<file path="src/hw/rtl/udrb_pkg.sv">
// Shared command codes and result beat layout for the dual serial byte ring buffer.
`timescale 1ns / 1ps
`default_nettype none
package udrb_pkg;

	localparam int unsigned CMD_W = 3;

	localparam logic [CMD_W-1:0] CMD_PUSH_TX  = 3'd0;
	localparam logic [CMD_W-1:0] CMD_POP_RX   = 3'd1;
	localparam logic [CMD_W-1:0] CMD_TX_READY = 3'd2;
	localparam logic [CMD_W-1:0] CMD_RX_BYTE  = 3'd3;
	localparam logic [CMD_W-1:0] CMD_DISABLE  = 3'd4;

	localparam int unsigned IN_DATA_W  = 16;
	localparam int unsigned OUT_DATA_W = 32;
	localparam int unsigned COUNT_W    = 6;

	// Result beat, first member in the highest bits.
	typedef struct packed {
		logic [4:0]         pad;
		logic               overflow;
		logic               cli_active;
		logic               tx_irq_enabled;
		logic [COUNT_W-1:0] rx_count;
		logic               line_valid;
		logic [7:0]         line_byte;
		logic               read_valid;
		logic [7:0]         read_byte;
	} out_beat_t;

endpackage
`default_nettype wire

</file>
<file path="src/hw/rtl/uart_dual_ring_buffer.sv">
// Top level of the dual transmit and receive byte ring buffer.
`timescale 1ns / 1ps
`default_nettype none
// Each input beat is one event: a transmit push, a receive pop, a transmitter-ready event, a
// received byte or a disable command. Its result beat goes through the s1 register stage and then
// the output register, and no new input beat is taken while one is still in the s1 stage: the ring
// positions and flags update as the beat is taken, and the byte stores are synchronous
// memories whose read data is registered, so a popped byte is only known in the cycle after.
// The input side is held off while an event is in the s1 stage or while the output
// register holds a result that is not being taken. The stores need no clearing after reset,
// as only written entries are ever read; the block takes beats from the first cycle after reset.
module uart_dual_ring_buffer #(
	parameter int unsigned RX_DEPTH = 64,
	parameter int unsigned TX_DEPTH = 64
) (
	input  wire logic                                clk,
	input  wire logic                                arst_n,
	input  wire logic                                s_tvalid,
	output      logic                                s_tready,
	// data_byte [7:0], disable_receive [8], zero [15:9]
	input  wire logic [udrb_pkg::IN_DATA_W-1:0]      s_tdata,
	// command [2:0]
	input  wire logic [udrb_pkg::CMD_W-1:0]          s_tuser,
	input  wire logic                                s_tlast,
	output      logic                                m_tvalid,
	input  wire logic                                m_tready,
	// read_byte [7:0], read_valid [8], line_byte [16:9], line_valid [17], rx_count [23:18],
	// tx_irq_enabled [24], cli_active [25], overflow [26], zero [31:27]
	output      logic [udrb_pkg::OUT_DATA_W-1:0]     m_tdata
);

	localparam int unsigned RX_AW = (RX_DEPTH > 1) ? $clog2(RX_DEPTH) : 1;
	localparam int unsigned TX_AW = (TX_DEPTH > 1) ? $clog2(TX_DEPTH) : 1;
	localparam int unsigned CNT_W = RX_AW + 1;

	logic [7:0] rx_mem [RX_DEPTH];
	logic [7:0] tx_mem [TX_DEPTH];

	logic [RX_AW-1:0] rx_head_q, rx_tail_q, rx_head_d, rx_tail_d, rx_head_nx, rx_tail_nx;
	logic [TX_AW-1:0] tx_head_q, tx_tail_q, tx_head_d, tx_tail_d, tx_head_nx, tx_tail_nx;
	logic             tx_en_q, tx_en_d, active_q, active_d, rx_on_q, rx_on_d;

	logic       s_accept;
	logic [7:0] in_byte;
	logic       in_dis_rx;
	logic       tx_we, tx_re, rx_we, rx_re, ovf_d;

	logic [7:0] rx_rdata_q, tx_rdata_q;
	logic       valid_s1, rd_s1, ln_s1, ovf_s1, tx_en_s1, active_s1;
	logic [udrb_pkg::COUNT_W-1:0] count_s1;

	logic [CNT_W-1:0]                   fill;
	logic [CNT_W+udrb_pkg::COUNT_W-1:0] fill_ext;

	udrb_pkg::out_beat_t out_q;

	assign in_byte   = s_tdata[7:0];
	assign in_dis_rx = s_tdata[8];
	assign s_tready  = !valid_s1 && (!m_tvalid || m_tready);
	assign s_accept  = s_tvalid && s_tready;

	assign rx_head_nx = (rx_head_q == RX_AW'(RX_DEPTH - 1)) ? '0 : rx_head_q + 1'b1;
	assign rx_tail_nx = (rx_tail_q == RX_AW'(RX_DEPTH - 1)) ? '0 : rx_tail_q + 1'b1;
	assign tx_head_nx = (tx_head_q == TX_AW'(TX_DEPTH - 1)) ? '0 : tx_head_q + 1'b1;
	assign tx_tail_nx = (tx_tail_q == TX_AW'(TX_DEPTH - 1)) ? '0 : tx_tail_q + 1'b1;

	always_comb begin
		rx_head_d = rx_head_q;
		rx_tail_d = rx_tail_q;
		tx_head_d = tx_head_q;
		tx_tail_d = tx_tail_q;
		tx_en_d   = tx_en_q;
		active_d  = active_q;
		rx_on_d   = rx_on_q;
		tx_we     = 1'b0;
		tx_re     = 1'b0;
		rx_we     = 1'b0;
		rx_re     = 1'b0;
		ovf_d     = 1'b0;
		unique case (s_tuser)
			udrb_pkg::CMD_PUSH_TX: begin
				if (tx_head_nx == tx_tail_q) begin
					ovf_d = 1'b1;
				end else begin
					tx_we     = 1'b1;
					tx_head_d = tx_head_nx;
				end
				if (s_tlast) begin
					tx_en_d = 1'b1;
				end
			end
			udrb_pkg::CMD_POP_RX: begin
				if (rx_tail_q != rx_head_q) begin
					rx_re     = 1'b1;
					rx_tail_d = rx_tail_nx;
				end
			end
			udrb_pkg::CMD_TX_READY: begin
				if (tx_tail_q != tx_head_q) begin
					tx_re     = 1'b1;
					tx_tail_d = tx_tail_nx;
				end else begin
					tx_en_d = 1'b0;
				end
			end
			udrb_pkg::CMD_RX_BYTE: begin
				if (rx_on_q) begin
					active_d = 1'b1;
					if (rx_head_nx == rx_tail_q) begin
						ovf_d = 1'b1;
					end else begin
						rx_we     = 1'b1;
						rx_head_d = rx_head_nx;
					end
				end
			end
			udrb_pkg::CMD_DISABLE: begin
				if (in_dis_rx) begin
					rx_on_d = 1'b0;
				end
				active_d = 1'b0;
			end
			default: begin
			end
		endcase
	end

	always_comb begin
		if (rx_head_d >= rx_tail_d) begin
			fill = CNT_W'(rx_head_d) - CNT_W'(rx_tail_d);
		end else begin
			fill = CNT_W'(rx_head_d) + CNT_W'(RX_DEPTH) - CNT_W'(rx_tail_d);
		end
		fill_ext = {{udrb_pkg::COUNT_W{1'b0}}, fill};
	end

	always_ff @(posedge clk) begin
		if (s_accept && rx_we) begin
			rx_mem[rx_head_q] <= in_byte;
		end
		if (s_accept && rx_re) begin
			rx_rdata_q <= rx_mem[rx_tail_q];
		end
	end

	always_ff @(posedge clk) begin
		if (s_accept && tx_we) begin
			tx_mem[tx_head_q] <= in_byte;
		end
		if (s_accept && tx_re) begin
			tx_rdata_q <= tx_mem[tx_tail_q];
		end
	end

	always_ff @(posedge clk or negedge arst_n) begin
		if (!arst_n) begin
			rx_head_q <= '0;
			rx_tail_q <= '0;
			tx_head_q <= '0;
			tx_tail_q <= '0;
			tx_en_q   <= 1'b0;
			active_q  <= 1'b0;
			rx_on_q   <= 1'b1;
			valid_s1  <= 1'b0;
			m_tvalid  <= 1'b0;
		end else begin
			if (s_accept) begin
				rx_head_q <= rx_head_d;
				rx_tail_q <= rx_tail_d;
				tx_head_q <= tx_head_d;
				tx_tail_q <= tx_tail_d;
				tx_en_q   <= tx_en_d;
				active_q  <= active_d;
				rx_on_q   <= rx_on_d;
			end
			valid_s1 <= s_accept;
			if (valid_s1) begin
				m_tvalid <= 1'b1;
			end else if (m_tready) begin
				m_tvalid <= 1'b0;
			end
		end
	end

	always_ff @(posedge clk) begin
		if (s_accept) begin
			rd_s1     <= rx_re;
			ln_s1     <= tx_re;
			ovf_s1    <= ovf_d;
			tx_en_s1  <= tx_en_d;
			active_s1 <= active_d;
			count_s1  <= fill_ext[udrb_pkg::COUNT_W-1:0];
		end
		if (valid_s1) begin
			out_q.pad            <= '0;
			out_q.overflow       <= ovf_s1;
			out_q.cli_active     <= active_s1;
			out_q.tx_irq_enabled <= tx_en_s1;
			out_q.rx_count       <= count_s1;
			out_q.line_valid     <= ln_s1;
			out_q.line_byte      <= ln_s1 ? tx_rdata_q : 8'd0;
			out_q.read_valid     <= rd_s1;
			out_q.read_byte      <= rd_s1 ? rx_rdata_q : 8'd0;
		end
	end

	assign m_tdata = out_q;

endmodule
`default_nettype wire

</file>
<file path="config.mk">
export PLATFORM = sky130hd
export DESIGN_NAME = uart_dual_ring_buffer
export DESIGN_NICKNAME = d
export VERILOG_FILES = /design/src/hw/rtl/udrb_pkg.sv /design/src/hw/rtl/uart_dual_ring_buffer.sv
export SDC_FILE = /design/constraint.sdc
export NUM_CORES = 1
export LEC_CHECK = 0
export CAP_MARGIN = 15
export CORE_AREA = 3 3 335 337
export DETAILED_ROUTE_END_ITERATION = 6
export DIE_AREA = 0 0 338 340
export DONT_BUFFER_PORTS = 1
export SYNTH_ARGS = -nofsm -noshare
export SYNTH_HDL_FRONTEND = slang
export SYNTH_SLANG_ARGS = --single-unit
</file>
<file path="constraint.sdc">
create_clock -name clk -period 6.3 [get_ports clk]
set_input_delay 0.945 -clock clk [delete_from_list [all_inputs] [get_ports clk]]
set_output_delay 0.945 -clock clk [all_outputs]
set_load 0.01 [all_outputs]
</file>
== Yosys cells after proc, flatten, opt, wreduce, memory -nomap -nowiden ==
Memory sizes are Yosys's and may differ from the RTL's. A register that Yosys moved wholly into a read port is not among the register bits.
Cells that the tools add are included.
Word-level totals
  output and inout port bits: 34
  RAM bits: 1024
  memories: 2
  word-level logic and storage cells: 94
  bits of input ports: 24
  flip-flop bits (word level): 67
Memory list
  rx_mem: depth 64, bits a word 8, rd ports 1, clocked after Yosys merged registers in 1, write ports 1, line uart_dual_ring_buffer.sv:36  | logic [7:0] rx_mem [RX_DEPTH];
  tx_mem: depth 64, bits a word 8, rd ports 1, clocked after Yosys merged registers in 1, write ports 1, line uart_dual_ring_buffer.sv:37  | logic [7:0] tx_mem [TX_DEPTH];
Cells by class
  multiplexer cells: 34
  eq/ne operators: 12
  bitwise operators: 1
  $add $sub $neg: 7
  $lt $le $gt $ge: 1
  reduce and logical (&&, ||, !) cells: 14
Operator list (count)
  6-bit 2-to-1 mux: 10
  6-bit by 1-bit adder with 6-bit output (second input constant): 5
  6-bit == test (second input constant): 4
  1-bit 2-to-1 mux: 21
  6-bit == test: 2
  6-bit != test: 2
  6-bit subtractor: 2
  3-bit AND reduction: 3
  3-bit by 2-bit == test with 1-bit output (second input constant): 2
  6-bit >= comparator: 1
  1-bit logical AND: 6
  1-bit one-hot mux with 2 select lines: 3
  3-bit by 1-bit == test with 1-bit output (second input constant): 1
  3-bit == test (second input constant): 1
  3-bit zero test: 1
  1-bit zero test: 2
  2-bit nonzero test: 1
  1-bit logical OR: 1
  1-bit inverter: 1

== Logic depth before layout (Yosys ltp) ==
Gate-level depths: netlist (run 1).
  word-level depth: 9
  mapped depth: 16
  depth with buffers taken out: 15

== Worst setup path before layout (run 1) ==
Ideal clock, no wire load.
  kind: register to register
  from: register rx_head_q[0]
  to: register count_s1[5] in the netlist's numbering (data pin)
  data required time: 6040 ps
  cell stages (with the launch flop): 17
  arrival: 3332 ps
  buffers on the path: 1
  path slack: 2708 ps
  path through: dfrtp_1 ha_1 clkbuf_1 nand4_1 a311oi_1 xor2_1 o31ai_2 o21ai_2 mux2_2 ha_1 nor2b_1 o21ai_0 a21boi_0 o21a_1 nor2_1 xnor2_1 xnor2_1
On the way
  word-level cells in the longest chain between the ends: 9
  elaborated cells between the ends (all ways): 15
  those cells by class: add/sub (4); order compare (1); eq/ne (3); mux (7)
RTL lines
  start, declared: line uart_dual_ring_buffer.sv:39  | logic [RX_AW-1:0] rx_head_q, rx_tail_q, rx_head_d, rx_tail_d, rx_head_nx, rx_tail_nx;
  start signal, assigned: line uart_dual_ring_buffer.sv:168  | rx_head_q <= rx_head_d;
  6-bit by 1-bit adder with 6-bit output or 6-bit == test (tied branches): line uart_dual_ring_buffer.sv:62  | assign rx_head_nx = (rx_head_q == RX_AW'(RX_DEPTH - 1)) ? '0 : rx_head_q + 1'b1;
  6-bit 2-to-1 mux (*): line uart_dual_ring_buffer.sv:62
  6-bit == test: line uart_dual_ring_buffer.sv:109  | if (rx_head_nx == rx_tail_q) begin
  6-bit 2-to-1 mux (*): line uart_dual_ring_buffer.sv:109
  6-bit 2-to-1 mux (*): line uart_dual_ring_buffer.sv:107  | if (rx_on_q) begin
  6-bit 2-to-1 mux (*): line uart_dual_ring_buffer.sv:80  | unique case (s_tuser)
  via rx_head_d[1]: line uart_dual_ring_buffer.sv:39
  6-bit by 1-bit adder with 6-bit output: line uart_dual_ring_buffer.sv:132  | fill = CNT_W'(rx_head_d) + CNT_W'(RX_DEPTH) - CNT_W'(rx_tail_d);
  6-bit subtractor: line uart_dual_ring_buffer.sv:132
  6-bit 2-to-1 mux (*): line uart_dual_ring_buffer.sv:129  | if (rx_head_d >= rx_tail_d) begin
  via fill[5]: line uart_dual_ring_buffer.sv:52  | logic [CNT_W-1:0] fill;
  end signal, assigned: line uart_dual_ring_buffer.sv:192  | count_s1 <= fill_ext[udrb_pkg::COUNT_W-1:0];
  end, declared: line uart_dual_ring_buffer.sv:50  | logic [udrb_pkg::COUNT_W-1:0] count_s1;
The timed path passes the listed nets; every way through them passes the cells marked *.
A chain may end at the register's enable or synchronous reset.

== Worst setup path in the final report (run 1) ==
Same ends and word-level chain as after synthesis.

==> results of run 1 <==
-- cell families after synthesis --
family	after synthesis
simple gates	283
mux	346
flops	1107
buf+inv	142
compound gates	88
fa+ha+maj	10
other cells	1
xor+xnor	39
-- worst min-delay path by stage --
| stage | from | end | slack (ps) | cells after the start |
|---|---|---|---|---|
| after floorplan | count_s1[0] | m_tdata[18] | 400 | 0 |
| after global placement | ovf_s1 | m_tdata[26] | 410 | 0 |
| after detailed placement | active_s1 | m_tdata[25] | 420 | 0 |
| after CTS | arst_n | tx_head_q[2] | 60 | 1 |
| after global routing | arst_n | rx_on_q | 70 | 0 |
| final | arst_n | tx_en_q | 100 | 1 |
-- flip-flops by register name (all words and copies together) (netlist names), 6 cells and up --
| register | flops |
|---|---|
| tx_rdata_q | 8 |
| rx_rdata_q | 8 |
| count_s1 | 6 |
| rx_head_q | 6 |
| rx_mem | 512 |
| tx_tail_q | 6 |
| tx_mem | 512 |
| rx_tail_q | 6 |
| tx_head_q | 6 |
| m_tdata | 27 |
-- metal layers --
layer	up-vias	part of all wire, %	GRT usage [%]
li1	8507	-	-
met4	0	2.8	4.63
met2	664	49	26.3
met5	-	0	0
met3	168	6.1	3.03
met1	10700	42	23.7
-- stage by stage --
stage	utilization (%)	hold WS (ps)	cells	setup WS, ps
2_1_floorplan	-	400	2020	2710
3_3_place_gp	41.6	412	3424	1760
3_5_place_dp	41.6	419	3429	1660
4_1_cts	44.9	56.6	3629	1930
5_1_grt	45.0	67.1	3633	1580
6_report	45.0	95.8	3633	1920
-- critical path: cells and delay by family, from the launching register on --
kind | cells | cell delay, ps
adders and majority gates | 2 | 650
AOI/OAI and AO/OA | 6 | 1510
muxes | 1 | 410
DFF | 1 | 600
and+or+nand+nor | 3 | 390
xor gates and xnor gates | 3 | 540
-- cell usage in the layout, fill, tap and decap left out, types with 19 or more instances in the layout --
cell type	count
dfrtp_1	19
xnor2_1	21
a21oi_1	24
clkinv_2	20
clkbuf_16	109
nor3_1	51
edfxtp_1	1078
nor2b_1	19
nor2_1	102
clkinv_1	26
mux4_2	320
buf_4	59
nand2_1	35
-- synth_stat cells (13+ instances only) --
library cell  instances  area [µm²]
and2_1               18         113
buf_1                21        78.8
clkbuf_1             39         146
o21ai_0              13        65.1
a211oi_1             17         128
nor2_1              102         383
a21oi_1              24         120
mux4_2              320        7210
nand2_1              35         131
nand3_1              18        90.1
dfrtp_1              28         701
nor3_1               53         265
buf_2                53         265
nor2b_1              19         119
xor2_1               18         158
mux2i_1              18         180
edfxtp_1           1078       32400
xnor2_1              21         184
-- area by class of cell --
class,count,area (µm²)
fillers,9072,60100
flip-flops and latches,1107,33100
multi-input cells,771,9990
clock buffers,130,2840
well taps,1476,1850
clock inverters,69,734
repair buffers,66,499
inverters,14,52.6
-- what timing repair did --
item / CTS / global route
hold buffers: 1 / 0
setup buffers: 0 / 0
hold endpoints to repair: 28 / 0
-- power by group --
group          total, mW  switching (mW)  leakage (nW)  internal [mW]
Sequential          8.56           0.375          10.1           8.19
Combinational       3.33            1.56          3.08           1.77
Clock               6.49            2.68          1.75           3.81
Total               18.4            4.62          14.9           13.8
==> PnR_summary.wiki, run 1 <==
{| class="wikitable"
! Metric !! Value
|-
| Result of the run || finished, final reports clean
|-
| Syn avg cell area || approximately 22 µm²
|-
| Crit Path Max Fanout || 15
|-
| Beginning of the critical path || rx_head_q[0]
|-
| Setup Crit Path Kind || reg -> reg
|-
| Critical-path cell with the highest stage delay || dfrtp_1
|-
| Post-cts resize count || 0
|-
| Vias per Instance || 5.51
|-
| Number of warnings reported in the yosys synthesis log || 0
|-
| Asr flop ratio synth || under 10%
|-
| Max_cap viols || 0
|-
| Startpoint of the lowest-slack register-to-register path || rx_head_q[0]
|-
| Xor-xnor portion of the synthesized cell area || less than 1%
|-
| Number of hold violations in the final report || 0
|-
| Maximum number of pins on one net before global-route repair || approximately 130
|-
| Max Clk Rate || 228 MHz
|-
| Post-detailed-routing wire length || about 95 mm
|-
| Top-level port count || 58
|-
| Static leakage || 14.9 nW
|-
| Inserted Clock Buffers || 107
|-
| Dominant combinational cell family by area after synthesis || multiplexers
|-
| Die area || ~110000 µm²
|-
| Total power density per cell area || approximately 370 nW/µm²
|-
| Count of nets left with antenna violations after detail routing || 0
|-
| Final Cycle Share || 69.6%
|-
| Initial Utilization || between 40% and 50%
|-
| Fin nets || roughly 2.1k
|-
| Clock tree from TritonCTS || done
|-
| Compound-gate portion of the synthesized area || 1.43%
|-
| Total global routing track utilization || 16.6%
|-
| Number of pins exceeding their max-slew limit in the final report || 0
|-
| Worst Setup EP || count_s1[5]
|-
| Antenna violations before repair || 2
|-
| Core area || about 110000 µm²
|-
| Sinks on the clock net || around 1.1k
|-
| Post-route total power || between 15 and 20 mW
|-
| Number of remaining DRC errors || 0
|-
| Number of enable-type register cells in the synthesized netlist || 1078
|-
| Clock-pin slew reported for the worst setup and hold paths after clock tree synthesis || approximately 60 ps
|-
| Max IR drop VDD || approximately 0.26 mV
|-
| Max Clock Skew || approximately 32 ps
|-
| Critical path launch point type || flop
|-
| Seq/Total Area, Yosys || 75.7%
|-
| Critical path, cell by cell || ha_1, nand4_1, a311oi_1, xor2_1, o31ai_2, o21ai_2, mux2_2, ha_1, nor2b_1, o21ai_0, a21boi_0, o21a_1, nor2_1, xnor2_1, xnor2_1
|-
| Transition time at the pin with the least slew margin || about 1100 ps
|-
| Diodes inserted || 0
|-
| Depth of the worst register-to-register path || 15
|-
| Slew margin rel. || a little under 30%
|-
| Final std cell area, no fill || ~49000 µm²
|-
| Worst-case register-to-register setup slack || between 1500 and 2000 ps
|-
| Htree depth || 3
|-
| Number of global-route vias before repair || 20.4k
|-
| Remaining global-route overflow || 0
|-
| Drt wl/cell || 26.0 µm
|-
| Number of iterations in the first detailed-routing pass || 7
|-
| Post-synthesis mux area share || 17.1%
|-
| Die outline width || around 340 µm
|-
| Synthesized area || about 44000 µm²
|-
| Share of cells above drive strength 1 || 26.6%
|-
| Post-synth top flop || edfxtp_1
|-
| Distinct cell type count of the synthesized netlist || 66
|-
| CP Data Required Time || 6700 ps
|-
| Share of synthesized cell area in and, or, nand and nor gates || 3.14%
|-
| Synth-to-Final Area Change || 12.2%
|-
| Placer congestion estimate || about 0.79
|-
| First-pass GRT wire length || approximately 140 mm
|-
| CP Capture Type || flop
|-
| Hold/Removal Path Class || in -> async
|-
| Synthesized instance count || slightly above 2k
|-
| Standard-cell rows || 121
|-
| Total number of vias || 20.0k
|-
| Final count of negative-setup-slack endpoints || 0
|-
| Die Span Y || 340 µm
|-
| Number of buffers between clock root and the deepest sink || 3
|-
| Clock tree root driver cell || clkbuf_16
|-
| Arithmetic-cell share of the synthesized area counting full adders, half adders and majority gates || less than 1%
|-
| Clock latency on the worst-skew pair || approximately 670 ps
|-
| Final worst path period need || roughly 4400 ps
|-
| Iteration-0 DRC Markers || approximately 2.2k
|-
| DP HPWL || roughly 55 mm
|-
| Register bit count reported by yosys || between 1k and 1.5k
|-
| Placed Instance Area || between 40000 and 50000 µm²
|-
| IO buf count || 0
|-
| Crit path DAT || approximately 4800 ps
|-
| Critical register-to-register path endpoint || count_s1[5]
|-
| Setup TNS after final layout || 0 ps
|-
| Setup repair after global routing missed its margin || no
|-
| Critical Path Max Stage Delay || around 600 ps
|}
Note: power is estimated with default switching activity, not from simulation.
==> inputs of run 2 (changes only) <==
clock period = 3.9 ns   (was 6.3 ns; I/O delays follow)
==> run 2 against run 1 <==
  * Power rose by 62%
  * Core utilization increased by 0.54 points
  * Via count is 1.9% higher
==> PnR_summary.wiki, run 2 (synthesis results as in run 1) <==
{| class="wikitable"
! Metric !! Value
|-
| Result of the run || finished, final reports clean
|-
| Total of fill cells in the finished design || 9045
|-
| Inserted Clock Buffers || ~110
|-
| Final count of negative-setup-slack endpoints || 0
|-
| Placed Instance Area || between 40000 and 50000 µm²
|-
| Number of iterations in the first detailed-routing pass || 5
|-
| Slew margin rel. || approximately 27%
|-
| Number of pins exceeding their max-slew limit in the final report || 0
|-
| CP Data Required Time || 4300 ps
|-
| Worst Hold End || tx_mem[49][4]
|-
| Final setup margin || around 300 ps
|-
| Crit path DAT || around 4000 ps
|-
| Fin nets || 2171
|-
| Antenna violations before repair || 2
|-
| Setup Crit Path Kind || reg -> reg
|-
| Total number of vias || between 20k and 25k
|-
| Standard-cell rows || roughly 120
|-
| CP Capture Type || flop
|-
| Vias per Instance || around 5.5
|-
| Die outline width || between 300 and 400 µm
|-
| Clock-pin slew reported for the worst setup and hold paths after clock tree synthesis || ~60 ps
|-
| Clock tree root driver cell || clkbuf_16
|-
| Startpoint of the lowest-slack register-to-register path || rx_head_q[1]
|-
| Depth of the worst register-to-register path || 15
|-
| Static leakage || around 15 nW
|-
| Critical path launch point type || flop
|-
| IO buf count || 0
|-
| Transition time at the pin with the least slew margin || about 1100 ps
|-
| Max Clk Rate || around 280 MHz
|-
| Number of global-route vias before repair || around 21k
|-
| Crit Path Max Fanout || 7
|-
| Post-detailed-routing wire length || just under 100 mm
|-
| Placed instance count || roughly 3.5k
|-
| Post-route total power || ~30 mW
|-
| Final design utilization || about 46%
|-
| Hold Startpoint || s_tdata[4]
|-
| Number of remaining DRC errors || 0
|-
| Iteration-0 DRC Markers || about 2.0k
|-
| Commonest cells after routing, fill and taps aside || edfxtp_1 (1078), mux4_2 (320), buf_4 (114), clkbuf_16 (111), nor2_1 (102)
|-
| Total global routing track utilization || roughly 17%
|-
| WHS Path Cells || 0
|-
| Number of hold violations in the final report || 0
|-
| Clock tree from TritonCTS || done
|-
| Final worst path period need || 3600 ps
|-
| Clock latency on the worst-skew pair || roughly 660 ps
|-
| Number of buffers between clock root and the deepest sink || 3
|-
| Setup TNS after final layout || 0 ps
|-
| Top-level port count || 58
|-
| Worst-case register-to-register setup slack || roughly 300 ps
|-
| Post-placement setup slack || around 190 ps
|-
| Htree depth || 3
|-
| Sinks on the clock net || 1107
|-
| Remaining global-route overflow || 0
|-
| Setup repair after global routing missed its margin || no
|-
| Count of nets left with antenna violations after detail routing || 0
|-
| Total power density per cell area || between 500 and 600 nW/µm²
|-
| Max IR drop VDD || just under 0.4 mV
|-
| DP HPWL || 55.8 mm
|-
| Most frequent standard cell in the layout excluding fill and tap cells || edfxtp_1
|-
| Die area || ~110000 µm²
|-
| Final std cell area, no fill || roughly 50000 µm²
|-
| Placer congestion estimate || roughly 0.82
|-
| Max_cap viols || 0
|-
| Share of cells above drive strength 1 || 28.0%
|-
| Drt wl/cell || 26.2 µm
|-
| Max Clock Skew || roughly 21 ps
|-
| Core area || approximately 110000 µm²
|-
| Initial Utilization || 40.1%
|-
| Synth-to-Final Area Change || 13.6%
|-
| Final instance count without filler cells || around 3.7k
|-
| Count of buffers added by post-CTS timing repair for setup || 0
|-
| Critical register-to-register path endpoint || count_s1[5]
|-
| Hold/Removal Path Class || in -> reg
|-
| Final Cycle Share || roughly 92%
|-
| Diodes inserted || 0
|-
| First-pass GRT wire length || ~140 mm
|-
| Maximum number of pins on one net before global-route repair || between 100 and 150
|-
| Die Span Y || 340 µm
|-
| Worst hold margin || around 32 ps
|}
[run 2: cell types whose count changed in the layout (fill, tap and decap cells not counted), moves of 2 or more]
cell,previous run,this run
nor3_1,51,53
buf_12,1,10
bufinv_16,15,12
nor3_2,2,0
clkbuf_1,18,27
inv_6,4,0
clkbuf_16,109,111
buf_4,59,114
dlygate4sd3_1,0,10
buf_2,4,2
clkinv_2,20,10
[run 2: area by class of cell]
cell class,instances,area (µm²),share of cell area (%)
repair buffers,137,1170,2.36
clock buffers,142,2930,5.91
flip-flops and latches,1107,33100,66.7
clock inverters,52,556,1.12
multi-input cells,771,9980,20.1
inverters,14,52.6,0.106
well taps,1476,1850,3.72
[run 2: worst max-delay path by stage]
stage            startpoint          end  slack [ps]  cells after the start
2_1_floorplan  rx_head_q[0]  count_s1[5]         310                     16
3_5_place_dp   rx_head_q[1]  count_s1[5]         190                     15
5_1_grt        rx_head_q[1]  count_s1[5]          60                     15
6_report       rx_head_q[1]  count_s1[5]         300                     15
3_3_place_gp   rx_head_q[0]  count_s1[5]         210                     15
4_1_cts        rx_head_q[1]  count_s1[5]         160                     15
[run 2: where the power goes]
group	total (mW)	internal, mW	switching (mW)
registers	13.5	13.2	0.222
clock network	10.3	6.05	4.23
logic	5.98	3.01	2.96
[run 2: per-layer routing]
metal	GRT usage [%]	share of wire [%]	up-vias
met5	0	0	-
met4	3.87	1.9	0
met3	2.60	5.3	127
met2	27.8	50	593
met1	24.2	43	11000
li1	-	-	8637
[run 2: worst max-delay path, stage by stage (launching register included)]
cell and delay [ps]:
dfrtp_1 360, ha_2 260, nand4_1 190, a311oi_2 370
xor2_1 200, o31ai_2 110, o21ai_2 150, mux2_2 400
ha_1 270, nor2b_1 140, o21ai_1 160, a21boi_0 130
o21a_1 180, nor2_1 130, xnor2_1 110, xnor2_1 160
[run 2: what timing repair did]
action / in CTS / in global routing
hold buffers: 10 / 2
setup endpoints to repair: 0 / 1
hold endpoints to repair: 106 / 6
gates resized for setup: 0 / 3
==> inputs of run 3 (changes only) <==
CORE_AREA = 3 3 284 398   (was 3 3 335 337)
DIE_AREA = 0 0 287 401   (was 0 0 338 340)
HOLD_SLACK_MARGIN = 0.15   (was not set)
==> run 3 against run 2 <==
  * Final cell count grew 0.19%
  * Core utilization shrank 0.17 points
  * Maximum frequency grew 0.98%
  * Die area grew 0.15%
  * Via count shrank 1.1%
  * Register-to-register slack gained 30 ps
  * Critical path depth is the same
==> PnR_summary.wiki, run 3 (synthesis results as in run 1) <==
{| class="wikitable"
! Metric !! Value
|-
| Share of cells above drive strength 1 || a little under 30%
|-
| Clock tree root driver cell || clkbuf_16
|-
| Drt wl/cell || approximately 26 µm
|-
| Critical path launch point type || flop
|-
| Critical register-to-register path endpoint || count_s1[5]
|-
| DP HPWL || between 50 and 60 mm
|-
| Hold Startpoint || s_tuser[2]
|-
| Max Clock Skew || 35.8 ps
|-
| First-pass GRT wire length || 143 mm
|-
| Final worst path period need || between 3000 and 4000 ps
|-
| Worst hold margin || a little over 200 ps
|-
| Commonest cells after routing, fill and taps aside || edfxtp_1 (1078), mux4_2 (320), buf_4 (138), clkbuf_16 (108), nor2_1 (102)
|-
| Cell family with most CP delay || compound AO/OA/AOI/OAI gates
|-
| IO buf count || 0
|-
| Total of fill cells in the finished design || about 9.2k
|-
| Synth-to-Final Area Change || 13.9%
|-
| Count of buffers added by post-CTS timing repair for setup || 0
|-
| Hold/Removal Path Class || in -> reg
|-
| Max_cap viols || 0
|-
| Flip-flop and latch area || between 30000 and 40000 µm²
|-
| Final setup margin || around 340 ps
|-
| Setup Crit Path Kind || reg -> reg
|-
| Diodes inserted || 0
|-
| Most frequent standard cell in the layout excluding fill and tap cells || edfxtp_1
|-
| Most prevalent standard cell on the critical path || xnor2_1
|-
| Antenna violations before repair || 1
|-
| Die outline width || approximately 290 µm
|-
| Crit Path Max Fanout || 7
|-
| Setup repair after global routing missed its margin || no
|-
| Maximum number of pins on one net before global-route repair || ~130
|-
| Crit path DAT || approximately 4000 ps
|-
| CP Buf/Inv Count || 0
|-
| Standard-cell rows || 144
|-
| Die area || about 120000 µm²
|-
| Vias per Instance || between 5 and 6
|-
| Total number of vias || 20.2k
|-
| Number of buffers between clock root and the deepest sink || 3
|-
| Clock tree from TritonCTS || done
|-
| Clock latency on the worst-skew pair || 680 ps
|-
| Final Cycle Share || about 91%
|-
| Critical Path Max Stage Delay || a little under 400 ps
|-
| Worst Hold End || tx_en_s1
|-
| Htree depth || 3
|-
| Total global routing track utilization || between 15 and 20%
|-
| Max IR drop VDD || between 0.4 and 0.5 mV
|-
| CP Data Required Time || between 4000 and 5000 ps
|-
| WHS Path Cells || 2
|-
| Clock-pin slew reported for the worst setup and hold paths after clock tree synthesis || 60 ps
|-
| Transition time at the pin with the least slew margin || ~1000 ps
|-
| Initial Utilization || between 30 and 40%
|-
| Startpoint of the lowest-slack register-to-register path || rx_head_q[0]
|-
| Worst-case register-to-register setup slack || ~340 ps
|-
| Top-level port count || 58
|-
| Number of remaining DRC errors || 0
|-
| Die Span Y || between 400 and 500 µm
|-
| Result of the run || finished, final reports clean
|-
| Number of hold violations in the final report || 0
|-
| Core area || approximately 110000 µm²
|-
| Remaining global-route overflow || 0
|-
| Post-placement setup slack || approximately 270 ps
|-
| Setup TNS after final layout || 0 ps
|-
| Placer congestion estimate || slightly above 0.8
|-
| Max Clk Rate || 281 MHz
|-
| Total power density per cell area || 589 nW/µm²
|-
| Critical path, cell by cell || ha_2, nand4_1, a311oi_2, xor2_1, o31ai_2, o21ai_2, mux2_2, ha_1, nor2b_1, o21ai_0, a21boi_0, o21a_1, nor2_1, xnor2_1, xnor2_1
|-
| CP Capture Type || flop
|-
| Sinks on the clock net || between 1k and 1.5k
|-
| Count of nets left with antenna violations after detail routing || 0
|-
| Iteration-0 DRC Markers || about 1.8k
|-
| Slew margin rel. || approximately a third
|-
| Critical-path cell with the highest stage delay || mux2_2
|-
| Post-detailed-routing wire length || 95.6 mm
|-
| Combined area of the multi-input logic cells || 9980 µm²
|-
| Number of iterations in the first detailed-routing pass || 5
|-
| Final count of negative-setup-slack endpoints || 0
|-
| Static leakage || between 15 and 20 nW
|-
| Depth of the worst register-to-register path || 15
|-
| Fin nets || 2195
|-
| Number of pins exceeding their max-slew limit in the final report || 0
|-
| Number of global-route vias before repair || around 21k
|-
| Inserted Clock Buffers || between 100 and 150
|}
[run 3: metal layers]
metal	global-route usage, %	share of wire (%)	up-vias	wire length [µm]
li1	-	-	8698	-
met1	20.9	39	10800	37200
met2	29.5	53	538	50800
met3	2.61	4.4	152	4160
met4	5.97	3.5	0	3330
met5	0	0	-	0
[run 3: worst max-delay path by stage]
| stage | start | end | cells past startpoint |
|---|---|---|---|
| after floorplan | rx_head_q[0] | count_s1[5] | 16 |
| after global placement | rx_head_q[0] | count_s1[5] | 15 |
| after detailed placement | rx_head_q[0] | count_s1[5] | 15 |
| after CTS | rx_head_q[0] | count_s1[5] | 15 |
| after global routing | rx_head_q[2] | count_s1[5] | 15 |
| final | rx_head_q[0] | count_s1[5] | 15 |
[run 3: what timing repair did]
item / CTS / global route
endpoints found under the setup margin: 0 / 1
gates resized for setup: 0 / 2
hold buffers: 15 / 0
hold endpoints to repair: 1060 / 0
[run 3: cell type report]
| class | count | area share [%] |
|---|---|---|
| Sequential cell | 1107 | 66.5 |
| Multi-Input combinational cell | 771 | 20.0 |
| Clock buffer | 137 | 5.64 |
| Tap cell | 1460 | 3.67 |
| Timing Repair Buffer | 162 | 3.04 |
| Clock inverter | 55 | 1.02 |
| Inverter | 14 | 0.105 |
[run 3: stage by stage]
stage                     util [%]  cell area (µm²)  std cells  total power [mW]
final                         45.3            49800       3706              29.4
after global placement        42.0            46200       3499              19.7
after detailed placement      42.0            46200       3499              19.7
after global routing          45.3            49800       3706              30.5
after CTS                     45.3            49800       3706              29.8
after floorplan                  -            43700       2020              18.0
[run 3: where the power goes]
part	total, mW	switching, mW	internal [mW]
Combinational	6.04	3.04	2.99
Clock	9.84	4.29	5.55
Sequential	13.5	0.258	13.2
